===== src/rtl/core/salc_pkg.sv =====
// Types, codes and constants of the segment access limit check.
`timescale 1ns / 1ps
`default_nettype none

package salc_pkg;

  localparam int unsigned CfgIdxW  = 1;
  localparam int unsigned PageShift = 12;

  localparam logic [31:0] RealModeTop = 32'h0000_FFFF;
  localparam logic [31:0] FullTop     = 32'hFFFF_FFFF;

  typedef enum logic [CfgIdxW-1:0] {
    CfgIs286    = 1'b0,
    CfgProtMode = 1'b1
  } salc_cfg_idx_e;

  typedef enum logic [2:0] {
    SegCs  = 3'd0,
    SegSs  = 3'd1,
    SegDs  = 3'd2,
    SegEs  = 3'd3,
    SegFs  = 3'd4,
    SegGs  = 3'd5,
    SegTr  = 3'd6,
    SegEmu = 3'd7
  } salc_seg_e;

  typedef enum logic [1:0] {
    AccWrite     = 2'd0,
    AccRead      = 2'd1,
    AccRawRead   = 2'd2,
    AccFetch     = 2'd3
  } salc_acc_e;

  typedef enum logic [1:0] {
    FaultNone  = 2'd0,
    FaultGp    = 2'd1,
    FaultNp    = 2'd2,
    FaultBlock = 2'd3
  } salc_fault_e;

  typedef struct packed {
    logic is_286_or_later;
    logic protected_mode;
  } salc_cfg_t;

  typedef struct packed {
    logic [2:0]  segment_reg;
    logic [15:0] selector;
    logic [31:0] offset;
    logic [1:0]  access_kind;
    logic        fault_pending;
    logic        present;
    logic        code_or_data;
    logic        executable;
    logic        expand_or_conform;
    logic        write_or_read;
    logic        granularity;
    logic [19:0] raw_limit;
  } salc_in_t;

  typedef struct packed {
    logic        blocked;
    salc_fault_e fault_kind;
    logic [15:0] error_code;
  } salc_out_t;

endpackage

`default_nettype wire


===== src/rtl/core/salc_eval.sv =====
// Combinational rule evaluation for one access against its descriptor.
`timescale 1ns / 1ps
`default_nettype none

module salc_eval import salc_pkg::*; (
  input  salc_cfg_t cfg_i,
  input  salc_in_t  acc_i,
  output salc_out_t res_o
);

  logic [31:0] limit;
  logic [31:0] upper;
  logic        null_sel;
  logic        bad_fetch;
  logic        bad_write;
  logic        bad_read;
  logic        expand_down;
  logic        limit_fail;

  // Scale the limit by pages and fill the low bits when granular.
  assign limit = acc_i.granularity ? {acc_i.raw_limit, {PageShift{1'b1}}}
                                   : {{PageShift{1'b0}}, acc_i.raw_limit};
  assign upper = acc_i.granularity ? FullTop : RealModeTop;

  assign null_sel = (acc_i.segment_reg != SegCs) && (acc_i.segment_reg != SegSs)
                    && (acc_i.selector[15:3] == '0);

  assign bad_fetch = (acc_i.segment_reg == SegCs) && (acc_i.access_kind == AccFetch)
                     && !(acc_i.executable && acc_i.code_or_data);
  assign bad_write = (acc_i.executable || !acc_i.write_or_read) && acc_i.code_or_data
                     && (acc_i.access_kind == AccWrite);
  assign bad_read  = acc_i.executable && !acc_i.write_or_read && acc_i.code_or_data
                     && (acc_i.access_kind == AccRead);

  assign expand_down = acc_i.code_or_data && !acc_i.executable && acc_i.expand_or_conform;
  assign limit_fail  = expand_down ? ((acc_i.offset <= limit) || (acc_i.offset > upper))
                                   : (acc_i.offset > limit);

  always_comb begin
    res_o = '{blocked: 1'b0, fault_kind: FaultNone, error_code: '0};
    if (!cfg_i.is_286_or_later || (acc_i.segment_reg == SegEmu)) begin
      res_o = '{blocked: 1'b0, fault_kind: FaultNone, error_code: '0};
    end else if (acc_i.fault_pending) begin
      res_o = '{blocked: 1'b1, fault_kind: FaultBlock, error_code: '0};
    end else if (!cfg_i.protected_mode) begin
      if (acc_i.offset > RealModeTop) begin
        res_o = '{blocked: 1'b1, fault_kind: FaultBlock, error_code: '0};
      end
    end else if (null_sel) begin
      res_o = '{blocked: 1'b1, fault_kind: FaultGp, error_code: acc_i.selector};
    end else if (!acc_i.present) begin
      // Not present outranks the type and limit rules.
      res_o = '{blocked: 1'b1, fault_kind: FaultNp, error_code: acc_i.selector};
    end else if (bad_fetch || bad_write || bad_read || limit_fail) begin
      res_o = '{blocked: 1'b1, fault_kind: FaultGp, error_code: acc_i.selector};
    end
  end

endmodule

`default_nettype wire


===== src/rtl/core/segment_access_limit_check_top.sv =====
// Top level of the segment access limit check: handshake, config and pipeline.
//
// Use: every memory access of the emulated core is sent as one beat on the
// input channel (in_valid_i / in_ready_o / in_data_i) carrying the segment
// register, selector, offset, access kind and cached descriptor bits. Each
// input beat yields exactly one result beat on the output channel
// (out_valid_o / out_ready_i / out_data_o): blocked, fault kind, error code.
// Path: a beat accepted into the input register passes the rule logic, and
// its result lands in the result register, from which it is offered.
// Throughput: one beat per cycle while the receiver keeps out_ready_i high,
// set by the single pass of rule logic between the input register and the
// result register.
// Config: the write port (cfg_we_i, cfg_idx_i, cfg_wdata_i) sets the 286 flag
// and the protected-mode flag; write it only while no beat is in flight.
// Reset: both pipeline stages empty, 286 flag set, protected mode clear.
// Stall: when the receiver holds out_ready_i low the result register holds
// its beat, the input register takes one more beat if it is empty, and then
// in_ready_o drops until the result is taken.
`timescale 1ns / 1ps
`default_nettype none

module segment_access_limit_check_top import salc_pkg::*; (
  input  logic               clk_i,
  input  logic               rst_ni,
  input  logic               cfg_we_i,
  input  logic [CfgIdxW-1:0] cfg_idx_i,
  input  logic               cfg_wdata_i,
  input  logic               in_valid_i,
  output logic               in_ready_o,
  input  salc_in_t           in_data_i,
  output logic               out_valid_o,
  input  logic               out_ready_i,
  output salc_out_t          out_data_o
);

  salc_cfg_t cfg_q;
  logic      in_vld_q;
  salc_in_t  in_q;
  logic      out_vld_q;
  salc_out_t out_q;
  salc_out_t res_d;
  logic      out_take;

  // Config registers: the user must write them only while idle; the block does not enforce this.
  always_ff @(posedge clk_i or negedge rst_ni) begin
    if (!rst_ni) begin
      cfg_q <= '{is_286_or_later: 1'b1, protected_mode: 1'b0};
    end else if (cfg_we_i) begin
      unique case (salc_cfg_idx_e'(cfg_idx_i))
        CfgIs286:    cfg_q.is_286_or_later <= cfg_wdata_i;
        CfgProtMode: cfg_q.protected_mode  <= cfg_wdata_i;
        default:     ;
      endcase
    end
  end

  // Result stage can take a beat when empty or draining this cycle.
  assign out_take   = !out_vld_q || out_ready_i;
  assign in_ready_o = !in_vld_q || out_take;

  // Input register: hold the beat until the result stage takes it.
  always_ff @(posedge clk_i or negedge rst_ni) begin
    if (!rst_ni) begin
      in_vld_q <= 1'b0;
    end else if (in_ready_o) begin
      in_vld_q <= in_valid_i;
    end
  end

  always_ff @(posedge clk_i) begin
    if (in_valid_i && in_ready_o) begin
      in_q <= in_data_i;
    end
  end

  salc_eval u_eval (
    .cfg_i (cfg_q),
    .acc_i (in_q),
    .res_o (res_d)
  );

  // Result register: advance when the receiver drains it or it is empty.
  always_ff @(posedge clk_i or negedge rst_ni) begin
    if (!rst_ni) begin
      out_vld_q <= 1'b0;
    end else if (out_take) begin
      out_vld_q <= in_vld_q;
    end
  end

  always_ff @(posedge clk_i) begin
    if (in_vld_q && out_take) begin
      out_q <= res_d;
    end
  end

  assign out_valid_o = out_vld_q;
  assign out_data_o  = out_q;

endmodule

`default_nettype wire


===== config.mk =====
export PLATFORM = sky130hd
export DESIGN_NAME = segment_access_limit_check_top
export DESIGN_NICKNAME = d
export VERILOG_FILES = /design/src/rtl/core/salc_pkg.sv /design/src/rtl/core/salc_eval.sv /design/src/rtl/core/segment_access_limit_check_top.sv
export SDC_FILE = /design/constraint.sdc
export NUM_CORES = 1
export LEC_CHECK = 0
export BUFFER_PORTS_ARGS = -buffer_cell sky130_fd_sc_hd__buf_2
export CAP_MARGIN = 25
export CELL_PAD_IN_SITES_DETAIL_PLACEMENT = 0
export CELL_PAD_IN_SITES_GLOBAL_PLACEMENT = 1
export CORE_ASPECT_RATIO = 1.75
export CORE_UTILIZATION = 31
export DETAILED_ROUTE_END_ITERATION = 12
export PLACE_DENSITY_LB_ADDON = 0.08
export SLEW_MARGIN = 20
export SYNTH_ARGS = -nofsm -noshare
export SYNTH_HDL_FRONTEND = slang
export SYNTH_HIERARCHICAL = 1
export SYNTH_SLANG_ARGS = --single-unit

===== constraint.sdc =====
create_clock -name clk_i -period 3.15 [get_ports clk_i]
set_clock_uncertainty 0.1 [all_clocks]
set_input_delay 0.315 -clock clk_i [delete_from_list [all_inputs] [get_ports clk_i]]
set_output_delay 0.315 -clock clk_i [all_outputs]
set_load 0.02 [all_outputs]

Word level (Yosys, flattened, before mapping). Index checks and enable logic that the tools add are counted.

Equality and inequality tests: 4. $lt $le $gt $ge: 4. Multiplexer cells: 9. Reductions and logical operators: 35. Bitwise operators: 1.

Operator list (number): $mux W19 (6); $gt A32 B32 Y1 (2); $mux W32 (2); $gt A32 B16 Y1 const B (1); $le A32 B32 Y1 (1); $logic_and A1 B1 Y1 (14); $logic_not A13 Y1 (1); $logic_or A1 B1 Y1 (8); $logic_not A1 Y1 (6); $reduce_and A2 Y1 (2); $eq A3 B3 Y1 const B (1); $logic_not A3 Y1 (1); $ne A3 B1 Y1 const B (1); $reduce_bool A3 Y1 (1); $eq A2 B1 Y1 const B (1); $eq A2 B2 Y1 const B (1); $logic_not A2 Y1 (1); $reduce_or A2 Y1 (1); $mux W1 (1); $not A1 Y1 (1).

Bits in registers: 103. Word-level logic and storage cells: 72. Input port bits: 87. Output and inout port bits: 21.

Depth between registers and ports, before layout. Gate-level depths: netlist of run 1.

Word-level depth: 12. Gate-level depth with buffers: 12. Mapped depth without buffers: 9.

Modules after synthesis. Netlist of run 1, hierarchy kept.

Modules (own cells, without submodules): segment_access_limit_check_top (times used 1, area each 3155.5 um2, cells each 113, sequential area each 3074.2 um2); salc_eval (times used 1, area each 1749.2 um2, cells each 230, sequential area each 0.0 um2).

Worst setup path before layout of run 1. OpenSTA, ideal clock, no wires.

Kind: register to register. Start: reg in_q[20] (netlist name). End: reg out_q (netlist bit out_data_o[10]), data pin. Path buffers: 3. Setup slack: -0.144 ns. Library setup time: 0.255 ns. Stages on the path, launching flop included: 13. Arrival: 2.939 ns. Data required time: 2.795 ns. Clock period less this slack: 3.294 ns. Path through: edfxtp_1 clkbuf_1 buf_1 mux2i_1 ha_1 nand4_2 or4_1 nor2_2 a31oi_1 nor4_2 nor4_4 buf_6 and2_1.

Cells in the longest elaborated chain, start to end: 9. Elaborated cells on any way between the ends: 12. Classes of those cells: order compare: 3; mux: 7; reduce/logical: 2.

Ends and longest elaborated chain: start, declared (RTL line segment_access_limit_check_top.sv:38) `salc_in_t in_q;`; start signal, assigned (RTL line segment_access_limit_check_top.sv:72) `in_q <= in_data_i;`; $mux W32 (on tied branches) (RTL line salc_eval.sv:21, salc_eval.sv:23); $le A32 B32 Y1 or $gt A32 B32 Y1 (tied branches) (RTL line salc_eval.sv:36) `assign limit_fail = expand_down ? ((acc_i.offset <= limit) || (acc_i.offset > upper))`; $logic_or A1 B1 Y1 (RTL line salc_eval.sv:36); $mux W1 (*) (RTL line salc_eval.sv:36); $logic_or A1 B1 Y1 (*) (RTL line salc_eval.sv:54) `end else if (bad_fetch || bad_write || bad_read || limit_fail) begin`; $mux W19 (*) (RTL line salc_eval.sv:54); $mux W19 (*) (RTL line salc_eval.sv:51) `end else if (!acc_i.present) begin`; $mux W19 (*) (RTL line salc_eval.sv:49) `end else if (null_sel) begin`; $mux W19 (*) (RTL line salc_eval.sv:45) `end else if (!cfg_i.protected_mode) begin`; end signal, assigned (RTL line segment_access_limit_check_top.sv:93) `out_q <= res_d;`; end, declared (RTL line segment_access_limit_check_top.sv:40) `salc_out_t out_q;`.

Every way passes the cells marked *; elsewhere a longest branch is shown, timed or not. A chain may end at the register's enable or synchronous reset.

Worst setup path after layout of run 1.
Start: reg in_q[20] (netlist name). End: reg out_q (netlist bit out_data_o[12]), data pin.

Same word-level chain as after synthesis.

==> results of run 1 <==
power by group through the flow:
stage	Combinational [W]	Clock (W)	Sequential, W
CTS	0.000436	0.00115	0.00168
floorplan	0.000247	0	0.00172
detailed placement	0.000428	0	0.00171
finish	0.000450	0.00111	0.00168
global route	0.000500	0.00120	0.00169
global placement	0.000418	0	0.00171
worst max-delay path, stage by stage (launching register included):
cell	delay (ns)
edfxtp_1	0.41
buf_6	0.20
nand2_1	0.11
ha_4	0.29
nand4_4	0.12
or4_4	0.54
a311o_1	0.36
a211oi_4	0.32
nor4_4	0.08
buf_4	0.18
and2_1	0.16
cell usage after synthesis (2+ instances only):
library cell,n,area [um^2]
a31oi_1,3,18.77
nand2_1,31,116.4
nand2b_1,4,25.02
nor2_1,18,67.56
a21oi_1,22,110.1
o21ai_0,9,45.04
nand3_1,5,25.02
edfxtp_1,99,2973
clkbuf_1,3,11.26
nor4_1,8,50.05
nand4_4,2,42.54
mux2_4,2,30.03
or2_2,2,12.51
and2_1,17,106.4
inv_1,5,18.77
dfrtp_1,3,75.07
ha_1,48,600.6
nand2b_2,2,17.52
a221oi_1,2,17.52
mux2i_1,8,80.08
or4_1,2,15.01
nor2b_1,3,18.77
nor3_1,4,20.02
nand4_2,5,62.56
nand4_1,7,43.79
final timing paths:
check / slack [ns] / cells after the start / end
worst max-delay path: 0.04 / 10 / out_data_o[12]
worst min-delay path: 0.03 / 1 / in_q[63]
worst max register to register: 0.04 / 10 / out_data_o[12]
worst min register to register: 0.39 / 1 / out_valid_o
max in group asynchronous: 2.54 / 2 / cfg_q[1]
min in group asynchronous: 0.20 / 2 / cfg_q[0]
flip-flops by register name (all words and copies together) (netlist names):
name / cells
out_data_o: 19
in_q: 80
in_vld_q: 1
out_valid_o: 1
cfg_q: 2
per-layer routing:
| metal | GRT usage | part of all wire |
|---|---|---|
| met5 | 0 | 0 |
| met3 | 0.03196 | 0.036 |
| met4 | 0.06165 | 0.026 |
| met2 | 0.2762 | 0.60 |
| met1 | 0.1265 | 0.34 |
cell type report:
| class | instances | area [um^2] |
|---|---|---|
| well taps | 186 | 232.7 |
| flip-flops and latches | 103 | 3074 |
| clock buffers | 9 | 225.2 |
| inverters | 5 | 21.27 |
| clock inverters | 7 | 73.82 |
| multi-input cells | 230 | 1857 |
| repair buffers | 123 | 694.4 |
| fillers | 1474 | 9211 |
placed cells by master (no fill, tap or decap), types with 9 or more instances in the layout:
cell type | netlist | routed
a21oi_1 | 22 | 22
edfxtp_1 | 99 | 99
clkbuf_16 | 0 | 9
buf_4 | 0 | 12
ha_1 | 48 | 44
nand2_1 | 31 | 30
o21ai_0 | 9 | 9
buf_2 | 0 | 107
nor2_1 | 18 | 18
and2_1 | 17 | 16
kinds of logic after synthesis:
logic type,share of synthesized area
AOI/OAI and AO/OA,0.07118
adders and majority gates,0.1245
buffers and inverters,0.009183
DFF,0.6268
muxes,0.02245
and+or+nand+nor,0.1459
per-stage QoR:
step / power [W] / worst slack (ns) / hold WS, ns
4_1_cts: 0.003273 / 0.0009195 / 0.01923
5_1_grt: 0.003394 / -0.1297 / 0.01165
3_5_place_dp: 0.002143 / -0.08746 / 0.02640
2_1_floorplan: 0.001963 / 0.005140 / -0.08059
6_report: 0.003235 / 0.04105 / 0.03407
3_3_place_gp: 0.002131 / -0.03546 / 0.02714
repair_timing:
action / CTS / global route
buffers inserted: 6 / 1
hold endpoints to repair: 4 / 0
gates cloned: 0 / 0
endpoints found under the setup margin: 15 / 17
gates resized for setup: 3 / 7
hold buffers: 1 / 0
pin swaps: 4 / 0
==> flow_summary_export.csv, run 1 <==
group,metric,value,unit
finish,drive_above_1_share,0.3585,
drt,wl_per_cell,16.62,um
power,power_frac_seq,0.519,
synth,synth_seq_area_share,0.6268,
drt,drc,0,
synth,postSynthCellCount,343,
power,p_sw,0.0008517,W
worst_setup_path,path_max_fanout,16,
floorplan,dieArea,16350,um^2
finish,diodes,0,
clock_network,cts_tree,"yes",
worst_setup_path,r2r_start,"in_q[20]",
finish,fin_cells,663,
worst_setup_path,startpoint,"in_q[20]",
timing,max-slew-margin-rel,0.4516,
synth,synth_seq_cells,103,
placement,dpl_cell_area,5714,um^2
worst_setup_path,crit_arrival,3.11,ns
global_routing,grt_max_degree,81,
power,pwr-share-clk,0.342,
drt,vias,3189,
finish,design_area,6178,um^2
placement,routabilityCongestion,0.7699,
worst_hold_path,holdCritStartpoint,"in_data_i[63]",
worst_setup_path,cp.required,3.15,ns
floorplan,core-area,15390,um^2
floorplan,die_x,97.09,um
timing,fmax,321.7,MHz
worst_hold_path,holdCritPathClass,"in2reg",
synth,yosysWarnings,6,
global_routing,grt_pass1_vias,3270,
synth,async_flop_share,0.03883,
clock_network,cts-root-buf,"clkbuf_16",
global_routing,grt_pass1_wl,16750,um
placement,hpwl,8681,um
timing,finalSetupTns,0,ns
timing,tightest_slew,0.8226,ns
worst_setup_path,critPathKind,"reg2reg",
global_routing,overflow,0,
floorplan,io_pins,108,
timing,drv_slew,0,
flow_run,drv_cap,0,
clock_network,cts.sinks,103,
timing,setup_viol,0,
synth,synth_edf_count,99,
timing,hold_viol_final,0,
clock_network,insertion_delay,0.35,ns
timing,rsz0062_at_grt,"true",
placement,port_buffers,107,
global_routing,antenna_found_initial,0,
clock_network,clockBufferDepth,2,
synth,synthDistinctLibCells,54,
power,powerDensity,523.6,nW/um^2
power,intPower,0.002383,W
floorplan,die_y,168.4,um
clock_network,clk_pin_slew,0.08,ns
run_status,status,"finished, final reports clean",
power,sw_frac_of_total,0.2633,
power,ir_worst_vdd,0.0002397,V
worst_setup_path,end_kind,"flip-flop",
finish,nets,607,
drt,final_antenna_net_count,0,
synth,syn_area_per_cell,14.30,um^2
global_routing,grt.total_usage,0.1371,
power,leakage,2.454,nW
timing,fin_crit_sh,0.9870,
worst_setup_path,cp-start-kind,"flip-flop",
floorplan,initial_core_util,0.3187,
synth,synth_ff_type,"edfxtp_1",
drt,viasPerCell,4.810,
drt,first_pass_iters,4,
finish,area_delta_synth_final,25.97,%
drt,drt_wl_total,11020,um
clock_network,cts.htree.levels,3,
floorplan,rows,60,
synth,syn-num-nets,478,
finish,fin_util,0.4015,
placement,place_inst,638,
power,combPwrFrac,0.139,
drt,drt-initial-drc-count,79,
synth,syn-cell-area,4905,um^2
clock_network,numCtsBuffers,9,
timing,fin_crit,3.109,ns
(Power assumes the default switching activity.)
==> run 2, diff against run 1 <==
--- a/constraint.sdc
+++ b/constraint.sdc
@@ -4,2 +4,2 @@
 set_output_delay 0.315 -clock clk_i [all_outputs]
-set_load 0.02 [all_outputs]
+set_load 0.01 [all_outputs]
==> flow_summary_export.csv, run 2 (synthesized netlist as in run 1, its figures left out) <==
group,metric,value,unit
worst_setup_path,rr_endpoint,"out_data_o[12]",
drt,final_antenna_net_count,0,
worst_setup_path,reg2reg_slack,-0.02,ns
timing,rsz0062_at_grt,"true",
timing,fin_ws,-0.02215,ns
placement,hpwl,8665,um
timing,fin_crit,3.172,ns
placement,port_buffers,107,
global_routing,grt_pass1_wl,16870,um
finish,diodes,0,
placement,routabilityCongestion,0.7479,
floorplan,rows,60,
worst_hold_path,holdCritStartpoint,"in_data_i[46]",
clock_network,cts_tree,"yes",
finish,fin_cells,669,
timing,tightest_slew,0.8450,ns
worst_setup_path,r2r_start,"in_q[20]",
power,ir_worst_vdd,0.0003164,V
power,powerDensity,504.4,nW/um^2
finish,area_delta_synth_final,28.90,%
finish,drive_above_1_share,0.4017,
finish,layout_commonest_cell,"buf_2",
run_status,violations,"negative setup slack",
worst_setup_path,path_max_fanout,7,
finish,fill_cells,1430,
timing,whs,0.04253,ns
floorplan,initial_core_util,0.3187,
clock_network,cts.htree.levels,3,
worst_setup_path,cp.required,3.14,ns
clock_network,cts.sinks,103,
clock_network,clk_pin_slew,0.07,ns
worst_setup_path,end_kind,"flip-flop",
clock_network,clockBufferDepth,2,
power,leakage,2.501,nW
timing,max-slew-margin-rel,0.4367,
finish,final_cell_mix,"buf_2 (107), edfxtp_1 (99), ha_1 (43)",
drt,drt_wl_total,11450,um
clock_network,numCtsBuffers,9,
timing,hold_viol_final,0,
global_routing,grt.total_usage,0.1369,
timing,fmax,315.2,MHz
floorplan,die_x,97.09,um
finish,top_register,"in_q",
worst_hold_path,holdPathStages,1,
global_routing,grt_max_degree,81,
drt,drt-initial-drc-count,97,
flow_run,drv_cap,0,
drt,viasPerCell,4.803,
worst_setup_path,critPathKind,"reg2reg",
drt,drc,0,
global_routing,antenna_found_initial,0,
clock_network,cts-root-buf,"clkbuf_16",
timing,drv_slew,0,
floorplan,dieArea,16350,um^2
floorplan,core-area,15390,um^2
worst_hold_path,hold_end,"in_q[46]",
timing,fin_crit_sh,1.007,
finish,largest_register_ffs,80,
finish,nets,613,
floorplan,io_pins,108,
worst_setup_path,cp-start-kind,"flip-flop",
global_routing,overflow,0,
worst_setup_path,crit_arrival,3.16,ns
placement,place_inst,639,
clock_network,insertion_delay,0.34,ns
worst_setup_path,r2r_cells,11,
drt,first_pass_iters,4,
floorplan,die_y,168.4,um
global_routing,grt_pass1_vias,3209,
timing,setup_viol,10,
worst_hold_path,holdCritPathClass,"in2reg",
run_status,status,"finished with violations",
drt,vias,3213,
drt,wl_per_cell,17.12,um
-- run 2: cell count changes in the layout (fill, tap and decap cells not counted), sizes merged --
cell | before | now
inv | 9 | 8
clkbuf | 9 | 10
clkinvlp | 0 | 1
buf | 122 | 127
-- run 2: area by class of cell --
class / count / area, um^2 / area share
Sequential cell: 103 / 3074 / 0.4862
Multi-Input combinational cell: 230 / 1954 / 0.3091
Timing Repair Buffer: 129 / 760.7 / 0.1203
Tap cell: 186 / 232.7 / 0.03681
Clock buffer: 9 / 225.2 / 0.03562
Clock inverter: 7 / 53.80 / 0.008510
Inverter: 5 / 21.27 / 0.003364
-- run 2: timing repair --
item	in CTS	in global routing
pin swaps	4	12
endpoints found under the hold margin	4	0
setup endpoints to repair	15	15
gates cloned	0	3
hold buffers	1	0
gates resized for setup	6	33
setup buffers	6	5
-- run 2: metrics by stage --
stage / TNS, ns / area, um^2 / setup WS (ns) / util / total power [W]
floorplan: 0 / 4908 / 0.005140 / - / 0.001947
global placement: -0.3930 / 5734 / -0.02759 / 0.3726 / 0.002117
detailed placement: -1.024 / 5734 / -0.07725 / 0.3726 / 0.002127
CTS: 0 / 6125 / 0.002766 / 0.3980 / 0.003205
global route: -1.453 / 6322 / -0.1140 / 0.4108 / 0.003346
finish: -0.1478 / 6322 / -0.02215 / 0.4108 / 0.003189
-- run 2: per-layer routing --
layer,GRT usage,part of all wire
met5,0,0
met4,0.04802,0.018
met3,0.02491,0.028
met2,0.2817,0.60
met1,0.1312,0.35
-- run 2: worst max path at each step --
| stage | startpoint | to | slack [ns] | depth (start not counted) |
|---|---|---|---|---|
| global placement | in_q[20] | out_data_o[5] | -0.03 | 10 |
| global route | in_q[20] | out_data_o[11] | -0.11 | 11 |
| detailed placement | in_q[20] | out_data_o[0] | -0.08 | 9 |
| CTS | in_q[20] | out_data_o[13] | 0.003 | 10 |
| floorplan | in_q[20] | out_data_o[10] | 0.005 | 11 |
| finish | in_q[20] | out_data_o[12] | -0.02 | 11 |
-- run 2: where the power goes --
group / switching, W / internal, W / leakage, nW
clock network: 0.000499 / 0.000545 / 0.136
registers: 0.0000619 / 0.00162 / 1.00
logic: 0.000243 / 0.000220 / 1.36
-- run 2: worst max-delay path, stage by stage, from the launching register on --
cell       delay (ns)
edfxtp_1         0.43
buf_6            0.16
clkbuf_16        0.15
mux2i_1          0.12
ha_1             0.31
nand4_2          0.13
or4_4            0.47
a311o_1          0.36
a211oi_4         0.29
nor4_4           0.09
buf_6            0.15
and2_1           0.15
==> run 3, diff against run 2 <==
- SETUP_SLACK_MARGIN: unset -> 0.4
- clock period: 3.15 -> 2.6 ns (I/O delays scaled with it)
==> flow_summary_export.csv, run 3 (synthesized netlist as in run 1, its figures left out) <==
group,metric,value,unit
run_status,status,"finished with violations",
run_status,violations,"negative setup slack",
drt,wl_per_cell,15.72,um
placement,post-place-ws,-0.5806,ns
worst_setup_path,startpoint,"in_q[20]",
timing,max-slew-margin-rel,0.6945,
finish,layout_commonest_cell,"buf_2",
finish,largest_register_ffs,80,
floorplan,dieArea,16350,um^2
timing,drv_slew,0,
worst_setup_path,end_kind,"flip-flop",
clock_network,cts.sinks,103,
finish,design_area,7513,um^2
finish,top_register,"in_q",
global_routing,antenna_found_initial,0,
timing,rsz0062_at_grt,"true",
placement,dpl_cell_area,6196,um^2
worst_setup_path,crit_arrival,3.16,ns
clock_network,clk_pin_slew,0.07,ns
clock_network,numCtsBuffers,9,
timing,tightest_slew,0.4544,ns
worst_setup_path,reg2reg_slack,-0.55,ns
drt,drc,0,
finish,drive_above_1_share,0.3840,
clock_network,cts-root-buf,"clkbuf_16",
clock_network,cts.htree.levels,3,
drt,drt_wl_total,12340,um
clock_network,cts_tree,"yes",
worst_setup_path,cp-endpoint,"out_data_o[7]",
drt,final_antenna_net_count,0,
floorplan,rows,60,
global_routing,grt.total_usage,0.1547,
global_routing,grt_pass1_wl,19240,um
finish,diodes,0,
worst_setup_path,r2r_cells,12,
placement,port_buffers,107,
worst_setup_path,rr_endpoint,"out_data_o[7]",
worst_hold_path,holdCritPathClass,"in2reg",
floorplan,io_pins,108,
finish,final_cell_mix,"buf_2 (107), edfxtp_1 (99), dlygate4sd3_1 (81)",
power,ir_worst_vdd,0.0003265,V
power,leakage,3.030,nW
timing,setup_viol,18,
worst_hold_path,holdPathStages,2,
global_routing,overflow,0,
worst_setup_path,r2r_start,"in_q[20]",
power,powerDensity,562.0,nW/um^2
placement,routabilityCongestion,0.8129,
drt,vias,3673,
clock_network,clockBufferDepth,2,
global_routing,grt_pass1_vias,3931,
worst_setup_path,cp.required,2.60,ns
timing,fin_crit_sh,1.213,
floorplan,initial_core_util,0.3187,
timing,fin_ws,-0.5528,ns
finish,area_delta_synth_final,53.19,%
worst_setup_path,critPathKind,"reg2reg",
timing,fin_crit,3.153,ns
floorplan,die_x,97.09,um
timing,hold_viol_final,0,
worst_setup_path,path_max_fanout,11,
timing,fmax,317.2,MHz
drt,first_pass_iters,4,
placement,hpwl,9442,um
global_routing,grt_max_degree,81,
flow_run,drv_cap,0,
floorplan,die_y,168.4,um
drt,drt-initial-drc-count,121,
worst_setup_path,cp-start-kind,"flip-flop",
floorplan,core-area,15390,um^2
drt,viasPerCell,4.679,
finish,nets,729,
clock_network,insertion_delay,0.35,ns
[run 3: through the flow]
stage	TNS, ns	power [W]	hold slack (ns)	util	instances
after floorplan	-4.657	0.002391	-0.1356	-	343
after global placement	-9.718	0.002678	-0.01532	0.4026	680
after detailed placement	-9.925	0.002691	-0.01250	0.4026	680
after CTS	-8.910	0.004276	0.00008760	0.4846	782
after global routing	-11.46	0.004411	0.03905	0.4882	785
final	-9.235	0.004222	0.03809	0.4882	785
[run 3: worst min path at each step]
stage	slack, ns	end	startpoint
global placement	-0.02	cfg_q[0]	rst_ni
global route	0.04	in_vld_q	in_valid_i
finish	0.04	in_vld_q	in_valid_i
CTS	0.00009	in_q[41]	in_data_i[41]
floorplan	-0.14	cfg_q[0]	rst_ni
detailed placement	-0.01	cfg_q[0]	rst_ni
[run 3: critical path: stages, from the launching register on]
cell      delay (ns)
edfxtp_1        0.44
buf_6           0.16
buf_16          0.13
buf_4           0.14
nor2_1          0.13
ha_1            0.18
nand4_4         0.12
a2111o_1        0.47
a311o_1         0.34
a211oi_4        0.29
nor4_4          0.08
buf_4           0.17
and2_1          0.16
[run 3: where the power goes]
part	switching [W]	total, W	internal, W
Clock	0.000669	0.00145	0.000779
Sequential	0.0000802	0.00204	0.00196
Combinational	0.000331	0.000731	0.000400
[run 3: layer usage]
layer	global-route usage	up-vias	wire length, um
met5	0	-	0
met4	0.06165	0	345
met3	0.02740	17	356
met2	0.3102	82	7135
met1	0.1527	1734	4503
li1	-	1840	-
[run 3: final cells by class]
class / instances / area (um^2)
Clock buffer: 9 / 225.2
Clock inverter: 7 / 100.1
Fill cell: 1371 / 7876
Inverter: 5 / 18.77
Multi-Input combinational cell: 230 / 2007
Sequential cell: 103 / 3074
Tap cell: 186 / 232.7
Timing Repair Buffer: 245 / 1856
[run 3: timing repair]
item,in CTS,in global routing
pin swaps,4,2
hold buffers,79,2
setup buffers,6,1
gates resized for setup,16,7
cloned,1,0
hold endpoints to repair,82,2
endpoints found under the setup margin,18,18
